[config.mk]
export PLATFORM = sky130hd
export DESIGN_NAME = refcounted_clock_gate_controller_unit
export DESIGN_NICKNAME = d
export VERILOG_FILES = /design/src/hdl/rcgc_pkg.sv /design/src/hdl/rcgc_ram.sv /design/src/hdl/rcgc_count_unit.sv /design/src/hdl/rcgc_rate_map.sv /design/src/hdl/refcounted_clock_gate_controller_unit.sv
export SDC_FILE = /design/constraint.sdc
export NUM_CORES = 1
export LEC_CHECK = 0
export BUFFER_PORTS_ARGS = -buffer_cell sky130_fd_sc_hd__buf_2
export CAP_MARGIN = 5
export CORE_MARGIN = 2
export CORE_UTILIZATION = 35
export DETAILED_ROUTE_END_ITERATION = 10
export PLACE_DENSITY = 0.52
export SLEW_MARGIN = 25
export SYNTH_ARGS = -nofsm -noshare
export SYNTH_HDL_FRONTEND = slang
export SYNTH_SLANG_ARGS = --single-unit
[constraint.sdc]
create_clock -name clk -period 15.15 [get_ports clk]
set_clock_uncertainty 0.1 [all_clocks]
set_input_delay 3.03 -clock clk [delete_from_list [all_inputs] [get_ports clk]]
set_output_delay 3.03 -clock clk [all_outputs]
set_load 0.02 [all_outputs]
[src/hdl/rcgc_pkg.sv]
// Package for the refcounted clock gate controller: command codes, domain
// indexes, gate bit tables and the result structs shared between modules.
// No dependencies.
package rcgc_pkg;

	localparam int unsigned DOMAINS   = 11;
	localparam int unsigned CNT_W     = 16;
	localparam logic [3:0]  DOM_POWER = 4'd10;
	localparam logic [3:0]  DOM_LAST  = 4'd9;

	localparam logic [2:0] CMD_ENABLE  = 3'd0;
	localparam logic [2:0] CMD_DISABLE = 3'd1;
	localparam logic [2:0] CMD_PWR_ON  = 3'd2;
	localparam logic [2:0] CMD_PWR_OFF = 3'd3;
	localparam logic [2:0] CMD_SETRATE = 3'd4;

	localparam logic [1:0] STS_OK       = 2'd0;
	localparam logic [1:0] STS_BAD_CLNT = 2'd1;
	localparam logic [1:0] STS_BAD_RATE = 2'd2;

	localparam logic [3:0] DOM_ISP2X   = 4'd0;
	localparam logic [3:0] DOM_OFFLINE = 4'd1;
	localparam logic [3:0] DOM_PHY     = 4'd2;
	localparam logic [3:0] DOM_IFACE   = 4'd3;
	localparam logic [3:0] DOM_OFFAXI  = 4'd4;
	localparam logic [3:0] DOM_LCD_CI  = 4'd5;
	localparam logic [3:0] DOM_LCD_AHB = 4'd6;
	localparam logic [3:0] DOM_LCD_SCK = 4'd7;
	localparam logic [3:0] DOM_LCD_AXI = 4'd8;
	localparam logic [3:0] DOM_JPEG    = 4'd9;

	// power gate bits live in the low register
	localparam logic [31:0] PWR_LOW_BITS  = 32'h0007_0002;
	// default rates programmed by the first power on
	localparam logic [31:0] PWR_HIGH_MASK = (32'h1F << 17) | (32'h1F << 25) | 32'h0000_3C80;
	localparam logic [31:0] PWR_HIGH_VAL  = 32'h0008_0000 | 32'h0A00_0000 | 32'h0000_0080;

	localparam logic [CNT_W-1:0] CNT_MAX = 16'hFFFF;

	typedef struct packed {
		logic [CNT_W-1:0] new_c;
		logic [CNT_W-1:0] new_t;
		logic             c_sat;
		logic             t_sat;
	} cnt_res_t;

	typedef struct packed {
		logic        ok;
		logic        hi_sel;
		logic [31:0] mask;
		logic [31:0] val;
	} rate_res_t;

	// 1 selects the high register (0x50), 0 the low register (0x4C)
	function automatic logic gate_hi(input logic [3:0] dom);
		logic r;
		r = 1'b1;
		if (dom == DOM_LCD_AHB || dom == DOM_LCD_SCK || dom == DOM_LCD_AXI)
			r = 1'b0;
		return r;
	endfunction

	function automatic logic [31:0] gate_mask(input logic [3:0] dom);
		logic [31:0] m;
		unique case (dom)
			DOM_ISP2X:   m = 32'h0081_0000;
			DOM_OFFLINE: m = 32'h8100_0000;
			DOM_PHY:     m = 32'h0000_0024;
			DOM_IFACE:   m = 32'h0000_0009;
			DOM_OFFAXI:  m = 32'h0000_0300;
			DOM_LCD_CI:  m = 32'h0000_0012;
			DOM_LCD_AHB: m = 32'h0000_0024;
			DOM_LCD_SCK: m = 32'h0000_0010;
			DOM_LCD_AXI: m = 32'h0000_0009;
			DOM_JPEG:    m = 32'h0000_C000;
			default:     m = 32'h0;
		endcase
		return m;
	endfunction

endpackage

[src/hdl/rcgc_ram.sv]
// Generic single-write, single-read RAM with registered read data.
// No dependencies.
module rcgc_ram #(
	parameter int unsigned WIDTH = 16,
	parameter int unsigned DEPTH = 44
) (
	input  logic                     clk,
	input  logic                     we,
	input  logic [$clog2(DEPTH)-1:0] waddr,
	input  logic [WIDTH-1:0]         wdata,
	input  logic [$clog2(DEPTH)-1:0] raddr,
	output logic [WIDTH-1:0]         rdata
);

	logic [WIDTH-1:0] mem_q [DEPTH];

	always_ff @(posedge clk) begin
		if (we) begin
			mem_q[waddr] <= wdata;
		end
		rdata <= mem_q[raddr];
	end

endmodule

[src/hdl/rcgc_count_unit.sv]
// Shared saturating up/down step for one client counter and one total counter.
// Depends on rcgc_pkg.
module rcgc_count_unit (
	input  logic [15:0]        cnt,
	input  logic [15:0]        tot,
	input  logic               up,
	output rcgc_pkg::cnt_res_t res
);
	import rcgc_pkg::*;

	always_comb begin
		res = '0;
		if (up) begin
			res.c_sat = (cnt == CNT_MAX);
			res.t_sat = (tot == CNT_MAX);
			res.new_c = res.c_sat ? cnt : cnt + 16'd1;
			res.new_t = res.t_sat ? tot : tot + 16'd1;
		end else begin
			res.c_sat = (cnt == '0);
			res.t_sat = (tot == '0);
			res.new_c = res.c_sat ? cnt : cnt - 16'd1;
			res.new_t = res.t_sat ? tot : tot - 16'd1;
		end
	end

endmodule

[src/hdl/rcgc_rate_map.sv]
// Maps a requested rate for one domain to mux and divider bits of a register.
// Depends on rcgc_pkg.
module rcgc_rate_map (
	input  logic [3:0]          dom,
	input  logic [18:0]         rate,
	output rcgc_pkg::rate_res_t res
);
	import rcgc_pkg::*;

	always_comb begin
		res.ok     = 1'b1;
		res.hi_sel = 1'b1;
		res.mask   = '0;
		res.val    = '0;
		unique case (dom)
			DOM_ISP2X: begin
				res.mask = 32'h1F << 17;
				priority if (rate == 19'd624) res.val = '0;
				else if (rate == 19'd312) res.val = 32'h0008_0000;
				else if (rate == 19'd416) res.val = 32'h0002_0000;
				else if (rate == 19'd208) res.val = 32'h000A_0000;
				else res.ok = 1'b0;
			end
			DOM_OFFLINE: begin
				res.mask = 32'h1F << 25;
				priority if (rate == 19'd416) res.val = '0;
				else if (rate == 19'd208) res.val = 32'h0800_0000;
				else if (rate == 19'd624) res.val = 32'h0200_0000;
				else if (rate == 19'd312) res.val = 32'h0A00_0000;
				else res.ok = 1'b0;
			end
			DOM_PHY: begin
				res.mask = 32'h0000_0080;
				priority if (rate == 19'd52) res.val = 32'h0000_0080;
				else if (rate == 19'd104) res.val = '0;
				else res.ok = 1'b0;
			end
			DOM_LCD_CI: begin
				res.mask = 32'h0000_0C00;
				priority if (rate == 19'd312) res.val = '0;
				else if (rate == 19'd208) res.val = 32'h0000_0400;
				else if (rate == 19'd156) res.val = 32'h0000_0800;
				else if (rate == 19'd350) res.val = 32'h0000_0C00;
				else res.ok = 1'b0;
			end
			DOM_LCD_SCK: begin
				res.hi_sel = 1'b0;
				res.mask   = 32'h0000_0040 | (32'h1F << 10) | 32'h0000_0300;
				priority if (rate == 19'd312000) res.val = 32'h0000_0100;
				else if (rate == 19'd125000) res.val = (32'd2 << 10) | 32'h0000_0200;
				else if (rate == 19'd104000) res.val = (32'd3 << 10) | 32'h0000_0200;
				else if (rate == 19'd62400) res.val = (32'd5 << 10) | 32'h0000_0200;
				else if (rate == 19'd52000) res.val = 32'h0000_0140;
				else res.ok = 1'b0;
			end
			DOM_JPEG: begin
				res.mask = 32'h0000_3000;
				priority if (rate == 19'd312) res.val = '0;
				else if (rate == 19'd208) res.val = 32'h0000_1000;
				else if (rate == 19'd156) res.val = 32'h0000_2000;
				else if (rate == 19'd350) res.val = 32'h0000_3000;
				else res.ok = 1'b0;
			end
			default: begin
				res.ok = 1'b1;
			end
		endcase
	end

endmodule

[src/hdl/refcounted_clock_gate_controller_unit.sv]
// Top level of the refcounted clock and power gate controller.
// Depends on rcgc_pkg, rcgc_ram, rcgc_count_unit and rcgc_rate_map.
//
// Usage: one command beat enters on the in_valid/in_ready channel (cmd,
// clock_mask, client_id, rate); one result beat leaves on out_valid/out_ready
// with both register images, the saturation flags and a status code.
// A small sequencer walks the domains one at a time. Enable and disable give
// a selected domain a read state (the client counter RAM read) and an update
// state (the shared counter step and write back), an unselected one the read
// state only; a finish state loads the result. Power on/off do both for the
// power domain, set rate takes one domain per cycle through the rate mapper,
// a bad client or unused command goes straight to finish. in_ready is high
// only while the sequencer is idle, so one command is in work at a time.
// The result sits in an output register; the next command is accepted while
// it waits, and the sequencer holds its finished result until the output
// register frees up.
// Reset clears all counters (client counters through per-entry valid bits),
// both register images and the handshakes; no clearing pass is needed.
module refcounted_clock_gate_controller_unit #(
	parameter int unsigned CLIENTS = 4
) (
	input  logic        clk,
	input  logic        arst_n,
	input  logic        in_valid,
	output logic        in_ready,
	input  logic [2:0]  cmd,
	input  logic [9:0]  clock_mask,
	input  logic [2:0]  client_id,
	input  logic [18:0] rate,
	output logic        out_valid,
	input  logic        out_ready,
	output logic [31:0] ctrl_low_image,
	output logic [31:0] ctrl_high_image,
	output logic [10:0] client_errors,
	output logic [10:0] total_errors,
	output logic [1:0]  status
);
	import rcgc_pkg::*;

	localparam int unsigned DEPTH = CLIENTS * DOMAINS;
	localparam int unsigned AW    = $clog2(DEPTH);

	localparam logic [2:0] ST_IDLE = 3'd0;
	localparam logic [2:0] ST_RD   = 3'd1;
	localparam logic [2:0] ST_UPD  = 3'd2;
	localparam logic [2:0] ST_RATE = 3'd3;
	localparam logic [2:0] ST_FIN  = 3'd4;

	logic [2:0]       state_q;
	logic [2:0]       cmd_q;
	logic [9:0]       mask_q;
	logic [2:0]       client_q;
	logic [18:0]      rate_q;
	logic [3:0]       dom_q;
	logic [31:0]      low_q;
	logic [31:0]      high_q;
	logic [10:0]      cerr_q;
	logic [10:0]      terr_q;
	logic [1:0]       sts_q;
	logic [15:0]      total_q [DOMAINS];
	logic [DEPTH-1:0] cvalid_q;
	logic             out_valid_q;

	logic [AW-1:0]    addr;
	logic [15:0]      rdata;
	logic [15:0]      cnt_cur;
	logic             up;
	logic             sel;
	logic             last;
	logic [10:0]      ext_mask;
	logic [10:0]      dom_oh;
	logic [31:0]      gmask;
	logic             ghi;
	logic             fin_go;
	logic             bad_client;
	cnt_res_t         cres;
	rate_res_t        rres;
	logic [31:0]      low_n;
	logic [31:0]      high_n;

	assign in_ready   = (state_q == ST_IDLE);
	assign out_valid  = out_valid_q;
	assign bad_client = ({1'b0, client_id} >= 4'(CLIENTS));

	assign addr     = AW'(client_q) * AW'(DOMAINS) + AW'(dom_q);
	assign ext_mask = {1'b1, mask_q};
	assign sel      = ext_mask[dom_q];
	assign last     = (dom_q == DOM_POWER) || (dom_q == DOM_LAST);
	assign dom_oh   = 11'd1 << dom_q;
	assign cnt_cur  = cvalid_q[addr] ? rdata : '0;
	assign up       = (cmd_q == CMD_ENABLE) || (cmd_q == CMD_PWR_ON);
	assign gmask    = gate_mask(dom_q);
	assign ghi      = gate_hi(dom_q);
	assign fin_go   = !out_valid_q || out_ready;

	rcgc_ram #(
		.WIDTH(16),
		.DEPTH(DEPTH)
	) u_cnt_ram (
		.clk   (clk),
		.we    (state_q == ST_UPD),
		.waddr (addr),
		.wdata (cres.new_c),
		.raddr (addr),
		.rdata (rdata)
	);

	rcgc_count_unit u_count (
		.cnt (cnt_cur),
		.tot (total_q[dom_q]),
		.up  (up),
		.res (cres)
	);

	rcgc_rate_map u_rate (
		.dom  (dom_q),
		.rate (rate_q),
		.res  (rres)
	);

	// next register images for the update and rate states
	always_comb begin
		low_n  = low_q;
		high_n = high_q;
		if (state_q == ST_UPD) begin
			if (dom_q == DOM_POWER) begin
				if (up && cres.new_t == 16'd1) begin
					low_n  = low_q | PWR_LOW_BITS;
					high_n = (high_q & ~PWR_HIGH_MASK) | PWR_HIGH_VAL;
				end else if (!up && cres.new_t == '0) begin
					low_n = low_q & ~PWR_LOW_BITS;
				end
			end else if (up && cres.new_t == 16'd1) begin
				if (ghi) high_n = high_q | gmask;
				else low_n = low_q | gmask;
			end else if (!up && cres.new_t == '0) begin
				if (ghi) high_n = high_q & ~gmask;
				else low_n = low_q & ~gmask;
			end
		end else if (state_q == ST_RATE && sel && rres.ok) begin
			if (rres.hi_sel) high_n = (high_q & ~rres.mask) | (rres.val & rres.mask);
			else low_n = (low_q & ~rres.mask) | (rres.val & rres.mask);
		end
	end

	always_ff @(posedge clk or negedge arst_n) begin
		if (!arst_n) begin
			state_q     <= ST_IDLE;
			dom_q       <= '0;
			low_q       <= '0;
			high_q      <= '0;
			cvalid_q    <= '0;
			out_valid_q <= 1'b0;
			for (int i = 0; i < DOMAINS; i++) begin
				total_q[i] <= '0;
			end
		end else begin
			low_q  <= low_n;
			high_q <= high_n;
			// load a finished result, or drop the beat once taken
			if (state_q == ST_FIN && fin_go) begin
				out_valid_q <= 1'b1;
			end else if (out_ready) begin
				out_valid_q <= 1'b0;
			end
			unique case (state_q)
				ST_IDLE: begin
					if (in_valid) begin
						if (cmd <= CMD_PWR_OFF && bad_client) begin
							state_q <= ST_FIN;
						end else if (cmd == CMD_ENABLE || cmd == CMD_DISABLE) begin
							dom_q   <= '0;
							state_q <= ST_RD;
						end else if (cmd == CMD_PWR_ON || cmd == CMD_PWR_OFF) begin
							dom_q   <= DOM_POWER;
							state_q <= ST_RD;
						end else if (cmd == CMD_SETRATE) begin
							dom_q   <= '0;
							state_q <= ST_RATE;
						end else begin
							state_q <= ST_FIN;
						end
					end
				end
				ST_RD: begin
					// skip unselected domains; the RAM read is issued here
					if (sel) begin
						state_q <= ST_UPD;
					end else if (last) begin
						state_q <= ST_FIN;
					end else begin
						dom_q <= dom_q + 4'd1;
					end
				end
				ST_UPD: begin
					cvalid_q[addr] <= 1'b1;
					total_q[dom_q] <= cres.new_t;
					if (last) begin
						state_q <= ST_FIN;
					end else begin
						dom_q   <= dom_q + 4'd1;
						state_q <= ST_RD;
					end
				end
				ST_RATE: begin
					if (last) begin
						state_q <= ST_FIN;
					end else begin
						dom_q <= dom_q + 4'd1;
					end
				end
				ST_FIN: begin
					if (fin_go) begin
						state_q <= ST_IDLE;
					end
				end
				default: begin
					state_q <= ST_IDLE;
				end
			endcase
		end
	end

	// payload: command fields, flags and the result beat
	always_ff @(posedge clk) begin
		if (state_q == ST_IDLE && in_valid) begin
			cmd_q    <= cmd;
			mask_q   <= clock_mask;
			client_q <= client_id;
			rate_q   <= rate;
			cerr_q   <= '0;
			terr_q   <= '0;
			sts_q    <= (cmd <= CMD_PWR_OFF && bad_client) ? STS_BAD_CLNT : STS_OK;
		end else if (state_q == ST_UPD) begin
			cerr_q <= cerr_q | (cres.c_sat ? dom_oh : '0);
			terr_q <= terr_q | (cres.t_sat ? dom_oh : '0);
		end else if (state_q == ST_RATE && sel && !rres.ok) begin
			sts_q <= STS_BAD_RATE;
		end
		if (state_q == ST_FIN && fin_go) begin
			ctrl_low_image  <= low_q;
			ctrl_high_image <= high_q;
			client_errors   <= cerr_q;
			total_errors    <= terr_q;
			status          <= sts_q;
		end
	end

endmodule

== Word level (Yosys, flattened, before mapping) ==
Memories as Yosys holds them, arrays and structs flattened. A register that Yosys moved wholly into a read port is not among the register bits.
Index checks and enable logic that the tools add are counted.

* Flip-flop bits (word level): 439
* Bits in writable memories: 704
* Bits of input ports: 39
* Bits in read-only memories: 224
* Logic and storage cells: 263
* Memories: 2

{| class="wikitable"
|+ Memories
! memory !! depth !! width !! read ports !! clocked after Yosys merged registers in !! wr ports !! line !! source
|-
| u_cnt_ram.mem_q || 44 || 16 || 1 || 1 || 1 || rcgc_ram.sv:15 || <nowiki>logic [WIDTH-1:0] mem_q [DEPTH];</nowiki>
|-
| (name not given) || 16 || 14 || 1 || 0 || 0 || rcgc_pkg.sv:65 || <nowiki>unique case (dom)</nowiki>
|}

* Muxes and demuxes: 108
* Bitwise logic cells: 15
* Shift operators: 1
* Add/subtract/negate cells: 6
* Reduce and logical (&&, ||, !) cells: 41
* Equal/unequal tests: 51
* $mul: 1
* Magnitude comparators: 7

{| class="wikitable"
|+ Operators with widths
! operator !! number
|-
| two-way mux 32 bit || 32
|-
| one-hot mux 62 bit (6 select lines) || 1
|-
| bitwise mux 176 bit || 1
|-
| AND 32 bit || 5
|-
| two-way mux 16 bit || 8
|-
| OR 32 bit || 4
|-
| binary-select mux 16 bit (select 4 bit) || 1
|-
| demux 16 bit (select 4 bit) || 1
|-
| NOT 32 bit || 2
|-
| equality test 19 x 9 -> 1 bit, second input constant || 3
|-
| zero test 16 bit || 3
|-
| OR 44 bit || 1
|-
| equality test 19 x 16 -> 1 bit, second input constant || 2
|-
| equality test 19 x 17 -> 1 bit, second input constant || 2
|-
| equality test 19 x 8 -> 1 bit, second input constant || 2
|-
| two-way mux 19 bit || 2
|-
| two-way mux 34 bit || 1
|-
| adder 16 x 1 -> 16 bit, second input constant || 2
|-
| equality test 16 bit, second input constant || 2
|-
| subtractor 16 x 1 -> 16 bit, second input constant || 2
|-
| two-way mux 30 bit || 1
|-
| two-way mux 28 bit || 1
|-
| two-way mux 4 bit || 7
|-
| two-way mux 1 bit || 27
|-
| other kinds (55) || 117
|}

== Depth between registers and ports, before layout ==
* Word-level depth: 14
* Mapped depth: 27

== By module ==
A second synthesis with hierarchy kept.

* Cell total of the unflattened synthesis: 3118
* Area, all modules: 49202.2 um^2

{| class="wikitable"
|+ By module, submodules not included
! module !! cells each !! times used !! area each (um^2)
|-
| rcgc_ram || 1289 || 1 || 27501.4
|-
| refcounted_clock_gate_controller_unit || 1444 || 1 || 19055.8
|-
| rcgc_count_unit || 234 || 1 || 1634.1
|-
| rcgc_rate_map || 151 || 1 || 1011.0
|}

== Worst setup path after synthesis ==
No wires, ideal clock.

* Kind: flip-flop to flip-flop
* From: register client_q[0]
* To: memory u_cnt_ram.mem_q[0][8] (data pin)
* Path buffers: 4
* Arrival: 7180 ps
* Setup slack: 7323 ps
* Data required time: 14503 ps
* Stages on the path, launching flop included: 26
* Period minus slack after synthesis: 7827 ps
* Cells stage by stage: edfxtp_1 -> ha_1 -> ha_1 -> ha_1 -> fa_1 -> clkbuf_1 -> buf_2 -> mux2i_1 -> a211o_1 -> a22oi_1 -> nor4_1 -> or4b_1 -> clkbuf_1 -> nor2_1 -> clkbuf_1 -> nand2_1 -> inv_1 -> ha_1 -> and3_1 -> nand2_1 -> nor4_1 -> a31oi_1 -> and2_1 -> nor2b_1 -> xnor2_1 -> o21ai_0

{| class="wikitable"
|+ RTL lines
! item !! line !! source
|-
| from (decl) || refcounted_clock_gate_controller_unit.sv:52 || <nowiki>logic [2:0] client_q;</nowiki>
|-
| from (signal assigned) || refcounted_clock_gate_controller_unit.sv:229 || <nowiki>client_q <= client_id;</nowiki>
|-
| to (decl) || rcgc_ram.sv:15 ||
|}

==> metrics <==
YS warnings 0; Fmax about 110 MHz; RSZ-0062 raised after global routing no; normalized max-slew margin about a quarter; wire length per cell 26.6 um; Area growth syn-to-layout 15.7%; vias in the first global route about 28k; setup violators final 0; Unique masters post-synth 106; diode count 0; Final Worst Setup Slack between 6000 and 7000 ps; outcome completed; CP arrival ~9200 ps; Main synth FF type edfxtp_1; Row Count 133; hold_ws 273 ps; Setup Crit Path Kind reg -> reg; min-delay worst type reg -> reg; first-pass GRT wire length slightly above 200 mm; Synth area leaders edfxtp_1, dfrtp_1, o21ai_0; Final Hold Viols 0; WP buf/inv 3; R2R depth 22; Post-CTS Resized 0; Post-route DRC 0; die outline width ~370 um; clk slew on worst S/H paths about 70 ps; post-route ant nets 0; Final Net Count 3,416; detailed-router iteration count before antenna repair 5; Critical-path top delay cell fa_4; slowest stage delay, CP 1250 ps; die footprint 136,000 um2; Top delay family on crit path simple AND/OR/NAND/NOR gates; pre-CTS setup slack about 6500 ps; final setup TNS 0 ps; sequence of cells on the critical path ha_1 > ha_4 > fa_4 > buf_4 > mux4_2 > mux2_2 > nor4_1 > or4b_1 > nor2_1 > nand2_1 > inv_1 > ha_1 > and3_1 > nand2_1 > nor4_1 > a31oi_1 > and2_1 > nand3_1 > o31a_1 > mux2i_1 > a22oi_2 > buf_4; Port-buffer cells about 120; Cell Area, Synth 46,500 um2; register area approximately 33,000 um2; overflow left after global routing 0; clock sinks 1,150; post-synth top area cell edfxtp_1; Via density 5.55; core area between 100,000 and 150,000 um2; routability cong. between 0.8 and 0.9; CTS tree yes; WHS Path Cells 0; Tot GR Track Use about a fifth; Die Span Y 368 um; cell count along the critical path 22; worst slew pin tran between 1000 and 1500 ps; Initial Utilization between 30% and 40%; clk root buf clkbuf_16; Post-synth ARST share approximately a quarter; Tcrit/Tclk final approximately 58%; clock latency on the worst-skew pair slightly below 800 ps; most common cell in the synthesized netlist edfxtp_1; footprint of the multi-input gates roughly 13,000 um2; flip-flop and latch count after synthesis 1,150; Yosys top cell area share between 50% and 60%; H-tree depth 3; max-slew violations 0; Via Count about 29k; Post-synth EDFFs between 800 and 900; Worst Setup End Kind flop; layout cells sized above 1 between 10% and 20%; # IOs around 130; Avg Inst Size Synth roughly 14 um2; Commonest cells post-synth edfxtp_1, nand2_1, dfrtp_1; fin util 40.8%; Tmin final slightly below 9000 ps; Seq/Total Area, Yosys roughly 70%; Routed WL about 140 mm; # hold bufs at CTS 0; crit path launch type flop; largest net degree at the start of global routing ~180; Final HPWL DP around 80 mm; maximum clock path buffer count 3; Post-Synthesis Cells between 3k and 4k; CTS buffer count between 100 and 150; postcts setup bufs 0; number of max-cap violations 0; Critical Path RT about 16,000 ps; initial detailed-routing violation count between 3k and 4k; Max FO, Critical Path 40; fillers around 12k; initial antenna violation count 3
[final timing paths]
check / startpoint / slack [ps] / endpoint
worst max-delay path: dom_q[1] / 6400 / u_cnt_ram.mem_q[23][6]
worst min-delay path: low_q[27] / 270 / low_q[27]
worst max register to register: dom_q[1] / 6400 / u_cnt_ram.mem_q[23][6]
worst min register to register: low_q[27] / 270 / low_q[27]
max in group asynchronous: arst_n / 11230 / total_q[91]
min in group asynchronous: arst_n / 2210 / low_q[1]
[cell type report]
type / count / share of cell area [%]
timing repair buffer: 206 / 2.83
inverter: 24 / 0.168
clock inverter: 54 / 1.15
multi-input combinational: 1849 / 24.6
sequential: 1150 / 60.9
tap: 1755 / 4.09
clock buffer: 175 / 6.33
[registers in the layout, indices dropped and copies added, names as in the netlist, 16 cells and up, named ones only]
signal           flops
high_q              24
ctrl_high_image     30
u_cnt_ram.rdata     16
rate_q              19
ctrl_low_image      30
u_cnt_ram.mem_q    704
cvalid_q            44
total_q            176
low_q               27
[cell usage in the layout, fill, tap and decap left out, drive strengths merged, types with 19 or more instances in the layout]
| master | instances |
|---|---|
| a22o | 62 |
| inv | 27 |
| nor2b | 20 |
| o211ai | 20 |
| buf | 205 |
| nor3 | 27 |
| mux2i | 51 |
| o21ai | 260 |
| nor4 | 26 |
| and2 | 23 |
| o31ai | 19 |
| a21oi | 88 |
| nand3 | 49 |
| and3 | 22 |
| a22oi | 154 |
| clkinv | 38 |
| a221oi | 85 |
| dfxtp | 38 |
| nand4 | 56 |
| nor2 | 155 |
| dfrtp | 288 |
| nand2 | 313 |
| clkbuf | 176 |
| edfxtp | 824 |
| or2 | 48 |
| mux4 | 52 |
| a31oi | 29 |
| ha | 22 |
| xnor2 | 19 |
| mux2 | 43 |
[stage by stage]
| stage | std cells | instance area [um2] |
|---|---|---|
| global placement | 4970 | 49400 |
| detailed placement | 4975 | 49500 |
| global route | 5213 | 53700 |
| floorplan | 3249 | 46500 |
| finish | 5213 | 53700 |
| CTS | 5204 | 53500 |
[cell families (layout without fill, tap and decap cells)]
family	after synthesis	count (layout)	share of synthesized area, %
flip-flops	1150	1150	70.4
XOR/XNOR	26	26	0.490
buffers and inverters	250	459	2.37
adder cells (fa/ha/maj)	25	25	0.722
AND/OR/NAND/NOR	805	805	8.70
multiplexers	146	146	4.68
AO/OA/AOI/OAI	843	843	12.6
other	1	4	0.00807
[metal layers]
layer | vias to the layer above | share of wire [%] | track usage, %
li1 | 12800 | - | -
met1 | 14800 | 45 | 28.6
met2 | 1112 | 46 | 31.6
met3 | 224 | 6.9 | 3.49
met4 | 4 | 2.8 | 6.46
met5 | - | 0.018 | 0
Power is left out: the tool's default activity adds up to more than one toggle a clock period on the data nets, which glitch-free logic cannot reach.
